[src/rtl/rwsd_pkg.sv]
// shared types, constants and helper functions for the running window stddev weights core
package rwsd_pkg;

   // weighting mode codes
   localparam logic [2:0] MODE_EQUAL = 3'd0;
   localparam logic [2:0] MODE_ERROR = 3'd1;
   localparam logic [2:0] MODE_SD3   = 3'd2;
   localparam logic [2:0] MODE_SD5   = 3'd3;
   localparam logic [2:0] MODE_SD7   = 3'd4;
   localparam logic [2:0] MODE_SD11  = 3'd5;

   localparam logic [31:0] ONE_Q16 = 32'h0001_0000;
   localparam logic [31:0] SAT_W   = 32'h7FFF_FFFF;

   // pair sum width, divide step count (a multiply and a digit step per 16-bit digit) and square root step count
   localparam int ACC_W      = 80;
   localparam int DIV_STEPS  = 10;
   localparam int SQRT_STEPS = 31;

   // controller states, one-hot
   typedef enum logic [13:0] {
      ST_IDLE  = 14'b00000000000001,
      ST_START = 14'b00000000000010,
      ST_WIN   = 14'b00000000000100,
      ST_PAIR  = 14'b00000000001000,
      ST_DRAIN = 14'b00000000010000,
      ST_DIV   = 14'b00000000100000,
      ST_SQI   = 14'b00000001000000,
      ST_SQRT  = 14'b00000010000000,
      ST_WRSD  = 14'b00000100000000,
      ST_CRD   = 14'b00001000000000,
      ST_CWR   = 14'b00010000000000,
      ST_ERD   = 14'b00100000000000,
      ST_ELD   = 14'b01000000000000,
      ST_EWAIT = 14'b10000000000000
   } state_type;

   // commands from controller to datapath
   typedef struct packed {
      logic       load_wr;
      logic       pair_issue;
      logic       acc_clear;
      logic       div_mul;
      logic       div_step;
      logic       sqrt_init;
      logic       sqrt_step;
      logic       wr_sd;
      logic       err_rd;
      logic       wr_err;
      logic       valid_set;
      logic       valid_fail;
      logic       w_rd;
      logic       out_load;
      logic       out_last;
      logic [2:0] mode;
   } cmd_type;

   // status from datapath to controller
   typedef struct packed {
      logic pipe_busy;
   } status_type;

   // window length for a mode, zero for non-window modes
   function automatic logic [3:0] win_size(input logic [2:0] mode);
      case (mode)
         MODE_SD3:  win_size = 4'd3;
         MODE_SD5:  win_size = 4'd5;
         MODE_SD7:  win_size = 4'd7;
         MODE_SD11: win_size = 4'd11;
         default:   win_size = 4'd0;
      endcase
   endfunction

   // divisor W*(W-1) for a mode
   function automatic logic [6:0] win_div(input logic [2:0] mode);
      case (mode)
         MODE_SD3:  win_div = 7'd6;
         MODE_SD5:  win_div = 7'd20;
         MODE_SD7:  win_div = 7'd42;
         MODE_SD11: win_div = 7'd110;
         default:   win_div = 7'd1;
      endcase
   endfunction

   // ceil(2^30 / (W*(W-1))), exact quotient for any 23-bit digit dividend
   function automatic logic [27:0] win_recip(input logic [2:0] mode);
      case (mode)
         MODE_SD3:  win_recip = 28'd178956971;
         MODE_SD5:  win_recip = 28'd53687092;
         MODE_SD7:  win_recip = 28'd25565282;
         MODE_SD11: win_recip = 28'd9761290;
         default:   win_recip = 28'd0;
      endcase
   endfunction

endpackage

[src/rtl/rwsd_ctrl.sv]
// controller state machine: load, per-point window or error-copy sequencing and result emission
module rwsd_ctrl import rwsd_pkg::*; #(
   parameter int MAX_POINTS = 64,
   parameter int IW = $clog2(MAX_POINTS),
   parameter int CW = $clog2(MAX_POINTS + 1)
) (
   input  logic          clock,
   input  logic          reset,
   input  logic          req_tvalid,
   output logic          req_tready,
   input  logic          req_tlast,
   output logic          rsp_tvalid,
   input  logic          rsp_tready,
   input  logic          csr_wr_en,
   input  logic [2:0]    csr_wr_data,
   input  status_type    status,
   output cmd_type       cmd,
   output logic [IW-1:0] wr_addr,
   output logic [IW-1:0] addr_a,
   output logic [IW-1:0] addr_b,
   output logic [IW-1:0] pt_addr
);

   state_type     state_ff, state_in;
   logic [2:0]    mode_ff;
   logic [CW-1:0] cnt_ff, cnt_in;
   logic [CW-1:0] n_ff, n_in;
   logic [IW-1:0] pi_ff, pi_in;
   logic [CW-1:0] start_ff, start_in;
   logic [3:0]    ii_ff, ii_in, jj_ff, jj_in;
   logic [6:0]    step_ff, step_in;
   logic [3:0]    win;
   logic [3:0]    half;
   logic [CW-1:0] st_raw;
   logic          pt_last;
   logic          accept;

   assign win     = win_size(mode_ff);
   assign half    = win >> 1;
   assign accept  = req_tvalid && req_tready;
   assign pt_last = (CW'(pi_ff) == n_ff - CW'(1));

   assign req_tready = (state_ff == ST_IDLE);
   assign rsp_tvalid = (state_ff == ST_EWAIT);

   assign wr_addr = cnt_ff[IW-1:0];
   assign addr_a  = IW'(start_ff + CW'(ii_ff));
   assign addr_b  = IW'(start_ff + CW'(jj_ff));
   assign pt_addr = pi_ff;

   // window start, shifted inward at the curve edges
   always_comb begin
      if ((CW + 4)'(pi_ff) >= (CW + 4)'(half)) begin
         st_raw = CW'((CW + 4)'(pi_ff) - (CW + 4)'(half));
      end else begin
         st_raw = '0;
      end
      if ((CW + 4)'(st_raw) + (CW + 4)'(win) > (CW + 4)'(n_ff)) begin
         start_in = CW'((CW + 4)'(n_ff) - (CW + 4)'(win));
      end else begin
         start_in = st_raw;
      end
      if (state_ff != ST_WIN) begin
         start_in = start_ff;
      end
   end

   // next state and commands
   always_comb begin
      state_in = state_ff;
      cnt_in   = cnt_ff;
      n_in     = n_ff;
      pi_in    = pi_ff;
      ii_in    = ii_ff;
      jj_in    = jj_ff;
      step_in  = step_ff;
      cmd      = '0;
      cmd.mode = mode_ff;
      cmd.out_last = pt_last;
      case (state_ff)
         ST_IDLE: begin
            if (accept) begin
               if (cnt_ff < CW'(MAX_POINTS)) begin
                  cmd.load_wr = 1'b1;
                  cnt_in = cnt_ff + CW'(1);
               end
               if (req_tlast) begin
                  n_in = (cnt_ff < CW'(MAX_POINTS)) ? cnt_ff + CW'(1) : cnt_ff;
                  cnt_in = '0;
                  cmd.valid_set = 1'b1;
                  state_in = ST_START;
               end
            end
         end
         ST_START: begin
            pi_in = '0;
            if (mode_ff == MODE_ERROR) begin
               state_in = ST_CRD;
            end else if (win != 4'd0 && (CW + 4)'(n_ff) >= (CW + 4)'(win)) begin
               state_in = ST_WIN;
            end else begin
               cmd.valid_fail = 1'b1;
               state_in = ST_ERD;
            end
         end
         ST_WIN: begin
            cmd.acc_clear = 1'b1;
            ii_in = 4'd0;
            jj_in = 4'd1;
            state_in = ST_PAIR;
         end
         ST_PAIR: begin
            cmd.pair_issue = 1'b1;
            if (jj_ff == win - 4'd1) begin
               if (ii_ff == win - 4'd2) begin
                  state_in = ST_DRAIN;
               end else begin
                  ii_in = ii_ff + 4'd1;
                  jj_in = ii_ff + 4'd2;
               end
            end else begin
               jj_in = jj_ff + 4'd1;
            end
         end
         ST_DRAIN: begin
            if (!status.pipe_busy) begin
               step_in = '0;
               state_in = ST_DIV;
            end
         end
         ST_DIV: begin
            // multiply on even cycles, take the digit on odd cycles
            cmd.div_mul  = ~step_ff[0];
            cmd.div_step = step_ff[0];
            step_in = step_ff + 7'd1;
            if (step_ff == 7'(DIV_STEPS - 1)) begin
               state_in = ST_SQI;
            end
         end
         ST_SQI: begin
            cmd.sqrt_init = 1'b1;
            step_in = '0;
            state_in = ST_SQRT;
         end
         ST_SQRT: begin
            cmd.sqrt_step = 1'b1;
            step_in = step_ff + 7'd1;
            if (step_ff == 7'(SQRT_STEPS - 1)) begin
               state_in = ST_WRSD;
            end
         end
         ST_WRSD: begin
            cmd.wr_sd = 1'b1;
            if (pt_last) begin
               pi_in = '0;
               state_in = ST_ERD;
            end else begin
               pi_in = pi_ff + IW'(1);
               state_in = ST_WIN;
            end
         end
         ST_CRD: begin
            cmd.err_rd = 1'b1;
            state_in = ST_CWR;
         end
         ST_CWR: begin
            cmd.wr_err = 1'b1;
            if (pt_last) begin
               pi_in = '0;
               state_in = ST_ERD;
            end else begin
               pi_in = pi_ff + IW'(1);
               state_in = ST_CRD;
            end
         end
         ST_ERD: begin
            cmd.w_rd = 1'b1;
            state_in = ST_ELD;
         end
         ST_ELD: begin
            cmd.out_load = 1'b1;
            state_in = ST_EWAIT;
         end
         ST_EWAIT: begin
            if (rsp_tready) begin
               if (pt_last) begin
                  state_in = ST_IDLE;
               end else begin
                  pi_in = pi_ff + IW'(1);
                  state_in = ST_ERD;
               end
            end
         end
         default: begin
            state_in = ST_IDLE;
         end
      endcase
   end

   // control registers
   always_ff @(posedge clock) begin
      if (reset) begin
         state_ff <= ST_IDLE;
         mode_ff  <= MODE_EQUAL;
         cnt_ff   <= '0;
      end else begin
         state_ff <= state_in;
         cnt_ff   <= cnt_in;
         if (csr_wr_en) begin
            mode_ff <= csr_wr_data;
         end
      end
   end

   // counters and window position
   always_ff @(posedge clock) begin
      n_ff     <= n_in;
      pi_ff    <= pi_in;
      start_ff <= start_in;
      ii_ff    <= ii_in;
      jj_ff    <= jj_in;
      step_ff  <= step_in;
   end

endmodule

[config.mk]
export PLATFORM = sky130hd
export DESIGN_NAME = rwsd_ctrl
export DESIGN_NICKNAME = d
export VERILOG_FILES = /design/src/rtl/rwsd_pkg.sv /design/src/rtl/rwsd_ctrl.sv
export SDC_FILE = /design/constraint.sdc
export NUM_CORES = 1
export LEC_CHECK = 0
export ABC_AREA = 1
export BUFFER_PORTS_ARGS = -buffer_cell sky130_fd_sc_hd__buf_2
export CORE_MARGIN = 8
export CORE_UTILIZATION = 35
export CTS_CLUSTER_DIAMETER = 200
export DETAILED_ROUTE_END_ITERATION = 16
export GPL_ROUTABILITY_DRIVEN = 0
export HOLD_SLACK_MARGIN = 0.02
export PLACE_DENSITY = 0.49
export SKIP_LAST_GASP = 1
export SLEW_MARGIN = 20
export SYNTH_ARGS = -nofsm -noshare
export SYNTH_HDL_FRONTEND = slang
export SYNTH_SLANG_ARGS = --single-unit
[constraint.sdc]
create_clock -name clock -period 5.7 [get_ports clock]
set_clock_uncertainty 0.15 [all_clocks]
set_input_delay 0.285 -clock clock [delete_from_list [all_inputs] [get_ports clock]]
set_output_delay 0.285 -clock clock [all_outputs]
set_load 0.01 [all_outputs]
==> summary.md <==
| Metric | Value |
|---|---|
| Area growth syn-to-layout | `14.32%` |
| DR iter-0 viols | `234` |
| RSZ-0062 raised after global routing | `false` |
| Worst-path clk slew | `~50 ps` |
| Measured slew at the worst slew-check pin | `765.3 ps` |
| Total power | `1.876 mW` |
| Critical path class | `flip-flop to flip-flop` |
| # diodes | `0` |
| R2R depth | `28` |
| Drt first pass iters | `4` |
| Post-synth EDFFs | `34` |
| Primary FF master, synth | `edfxtp_1` |
| Final hold viol count | `0` |
| R2R Path Start | `mode_ff[2]` |
| Slowest CP cell | `dfxtp_1` |
| Clock power frac | `between 20% and 30%` |
| Yosys cell types | `45` |
| Reg2reg end | `start_ff[3]` |
| All-layer global routing usage | `14.59%` |
| Minimum clock period | `4709 ps` |
| Largest net degree at the start of global routing | `18` |
| Syn_nets | `678` |
| Vias/cell | `4.804` |
| Total grt overflow | `0` |
| CTS Root Cell | `clkbuf_16` |
| Buffer depth of the longest clock path | `2` |
| MaxCap Viol Count | `0` |
| Row Count | `43` |
| Fmax | `0.2124 GHz` |
| Die area | `~18000 um2` |
| Outcome | `finished, final reports clean` |
| # DRC | `0` |
| Crit. End Element | `flip-flop` |
| Synthesized flop and latch total | `58` |
| Setup tns final | `0 ps` |
| Final std cells w/o fill | `between 800 and 900` |
| Cell mode on critical path | `nand2_1` |
| Vias in the first global route | `between 4000 and 5000` |
| Yosys warns | `0` |
| Worst hold slack | `103.0 ps` |
| Critical path endpoint | `start_ff[3]` |
| CTS sink cnt | `58` |
| Cts repair resizes | `0` |
| Post-CTS Hold Fix Bufs | `0` |
| Initial Util | `a little over a third` |
| Final Setup Violations | `0` |
| Seq pwr share | `30.7%` |
| Chip width | `about 130 um` |
| Max stage delay on crit path | `around 470 ps` |
| Tcrit/Tclk final | `82.62%` |
| Final net count | `729` |
| Clock Latency Late Sink | `approximately 340 ps` |
| Cell Int Power | `about 1.1 mW` |
| Crit path launch | `mode_ff[2]` |
| Critical Path Fanout Max | `11` |
| CP Data Required Time | `5630 ps` |
| Detail Placement HPWL | `roughly 10000 um` |
| Crit path arrival time | `4630 ps` |
| Final WL | `roughly 12000 um` |
| First-pass GRT wire length | `20730 um` |
| Cell area power density | `339.6 nW/um2` |
| Max H-tree Level | `3` |
| Fraction of layout cells with a size suffix above 1 | `18.01%` |
| Initial antenna violation count | `0` |
| Sw Share | `40.22%` |
| R2R Setup Slk | `about 1000 ps` |
| CTS tree | `done` |
| Synthesized area per cell | `about 7.7 um2` |
| Rel. slew slack | `approximately half` |
| Post-Syn Instances | `627` |
| Total core area | `13670 um2` |
| Drt wl/cell | `14.31 um` |
| Vias | `roughly 4100` |
| Fillers | `1448` |
| Net Sw Power | `approximately 0.75 mW` |
| Inserted Clock Buffers | `9` |
| CP Launch Type | `flip-flop` |
| Comb pwr share | `40.5%` |
| Cell Area, Synth | `~4800 um2` |
| VDD IR max | `0.0001424 V` |
| Die height | `133.5 um` |
| Ports | `54` |
| Placed cells | `847` |
| Max Slew Vio Count | `0` |
| Post-DRT Antenna Nets | `0` |
| FFs w/ async S/R, synth | `0%` |
| Hold Crit Class | `input port to flip-flop` |
| Pleak | `approximately 2.7 nW` |
| Input/output buffers | `53` |
| Postcts setup bufs | `0` |
| Sequential share of the synthesized area | `a little under a third` |
==> cell usage in the layout, fill, tap and decap left out, drive strengths merged, types with 11 or more instances in the layout <==
master  count
a21oi      36
a211oi     11
dfxtp      24
xor2       27
nand2     118
edfxtp     34
nor3       16
inv       105
xnor2      18
buf        53
nor2       77
ha         36
nand3      50
o21ai      26
==> final cells by class <==
type                       count  area [um2]  area share, %
clock buffer                  10       229.0          4.144
sequential                    58        1501          27.17
inverter                     106       402.9          7.292
multi-input combinational    450        2844          51.47
tap                          180       225.2          4.076
timing repair buffer          53       265.3          4.801
clock inverter                 6       57.56          1.042
==> worst min-delay path by stage <==
stage | to | from | cells after the start | slack, ps
global placement | cnt_ff[4] | cnt_ff[4] | 2 | 360
CTS | mode_ff[0] | csr_wr_data[0] | 3 | 90
floorplan | state_ff[4] | state_ff[4] | 2 | 330
global route | mode_ff[0] | csr_wr_data[0] | 3 | 140
detailed placement | state_ff[4] | state_ff[4] | 2 | 360
finish | mode_ff[0] | csr_wr_data[0] | 3 | 100
==> cells by family (layout without fill, tap and decap cells) <==
kind of cell	Yosys count	in the layout	synth area share, %
AO/OA/AOI/OAI	83	83	10.33
XOR/XNOR	45	45	8.154
adder cells (fa/ha/maj)	41	41	11.39
buffers and inverters	119	175	10.10
flip-flops	58	58	31.06
AND/OR/NAND/NOR	281	281	28.97
==> flip-flops by register name, indices dropped and copies added, names as in the netlist <==
signal / flops
n_ff: 7
pt_addr: 6
state_ff: 14
ii_ff: 4
start_ff: 6
mode_ff: 3
cnt_ff: 7
jj_ff: 4
step_ff: 7
==> metal layers <==
layer	up-vias	global-route usage [%]	routed length [um]
met5	-	0	0
met4	0	7.361	307
met3	18	3.087	609
met2	93	21.78	5345
met1	1883	19.46	6084
li1	2152	-	-
==> power groups by stage <==
stage | combinational [mW] | sequential [mW] | clock, mW
finish | 0.761 | 0.576 | 0.540
global route | 0.864 | 0.585 | 0.570
CTS | 0.773 | 0.576 | 0.554
detailed placement | 0.769 | 0.584 | 0
global placement | 0.759 | 0.584 | 0
floorplan | 0.620 | 0.567 | 0
==> critical path: cells and delay by family (launching register included) <==
family	cells	cell delay [ps]
simple gates	16	1990
xor+xnor	1	140
flops	1	470
fa+ha+maj	3	870
buf+inv	3	290
compound gates	5	520
==> cell usage after synthesis (2+ instances only) <==
master	instances	share of area, %
nor3_1	11	1.1
a21oi_1	35	3.6
nand2_4	5	1.2
nor2_8	2	0.83
nand2_1	101	7.8
nor2_4	4	0.93
nand3_2	4	0.83
o21ai_1	2	0.21
inv_1	100	7.8
fa_1	5	2.1
nor3_2	5	1.0
ha_1	36	9.3
inv_2	5	0.39
nor3b_1	3	0.47
buf_2	2	0.21
nand2_2	12	1.6
xnor2_1	18	3.3
nor2_2	6	0.78
o21ai_0	23	2.4
edfxtp_1	34	21
a31oi_1	3	0.39
dfxtp_1	24	9.9
nor2_1	65	5.0
nand4_1	10	1.3
clkbuf_1	3	0.23
or2_2	3	0.39
a21boi_0	2	0.31
a211oi_1	7	1.1
a21o_1	2	0.31
nand3_1	45	4.7
buf_4	7	1.1
xor2_1	27	4.9
a211oi_2	4	1.0
==> stage by stage <==
step                      worst slack, ps  util [%]  instance area, um2
after floorplan                      1438         -                4833
after global placement               1171     38.34                5239
after detailed placement             1026     38.34                5239
after CTS                            1009     40.43                5525
after global routing                400.0     40.43                5525
final                               990.9     40.43                5525
Note: power is estimated with default switching activity, not from simulation.
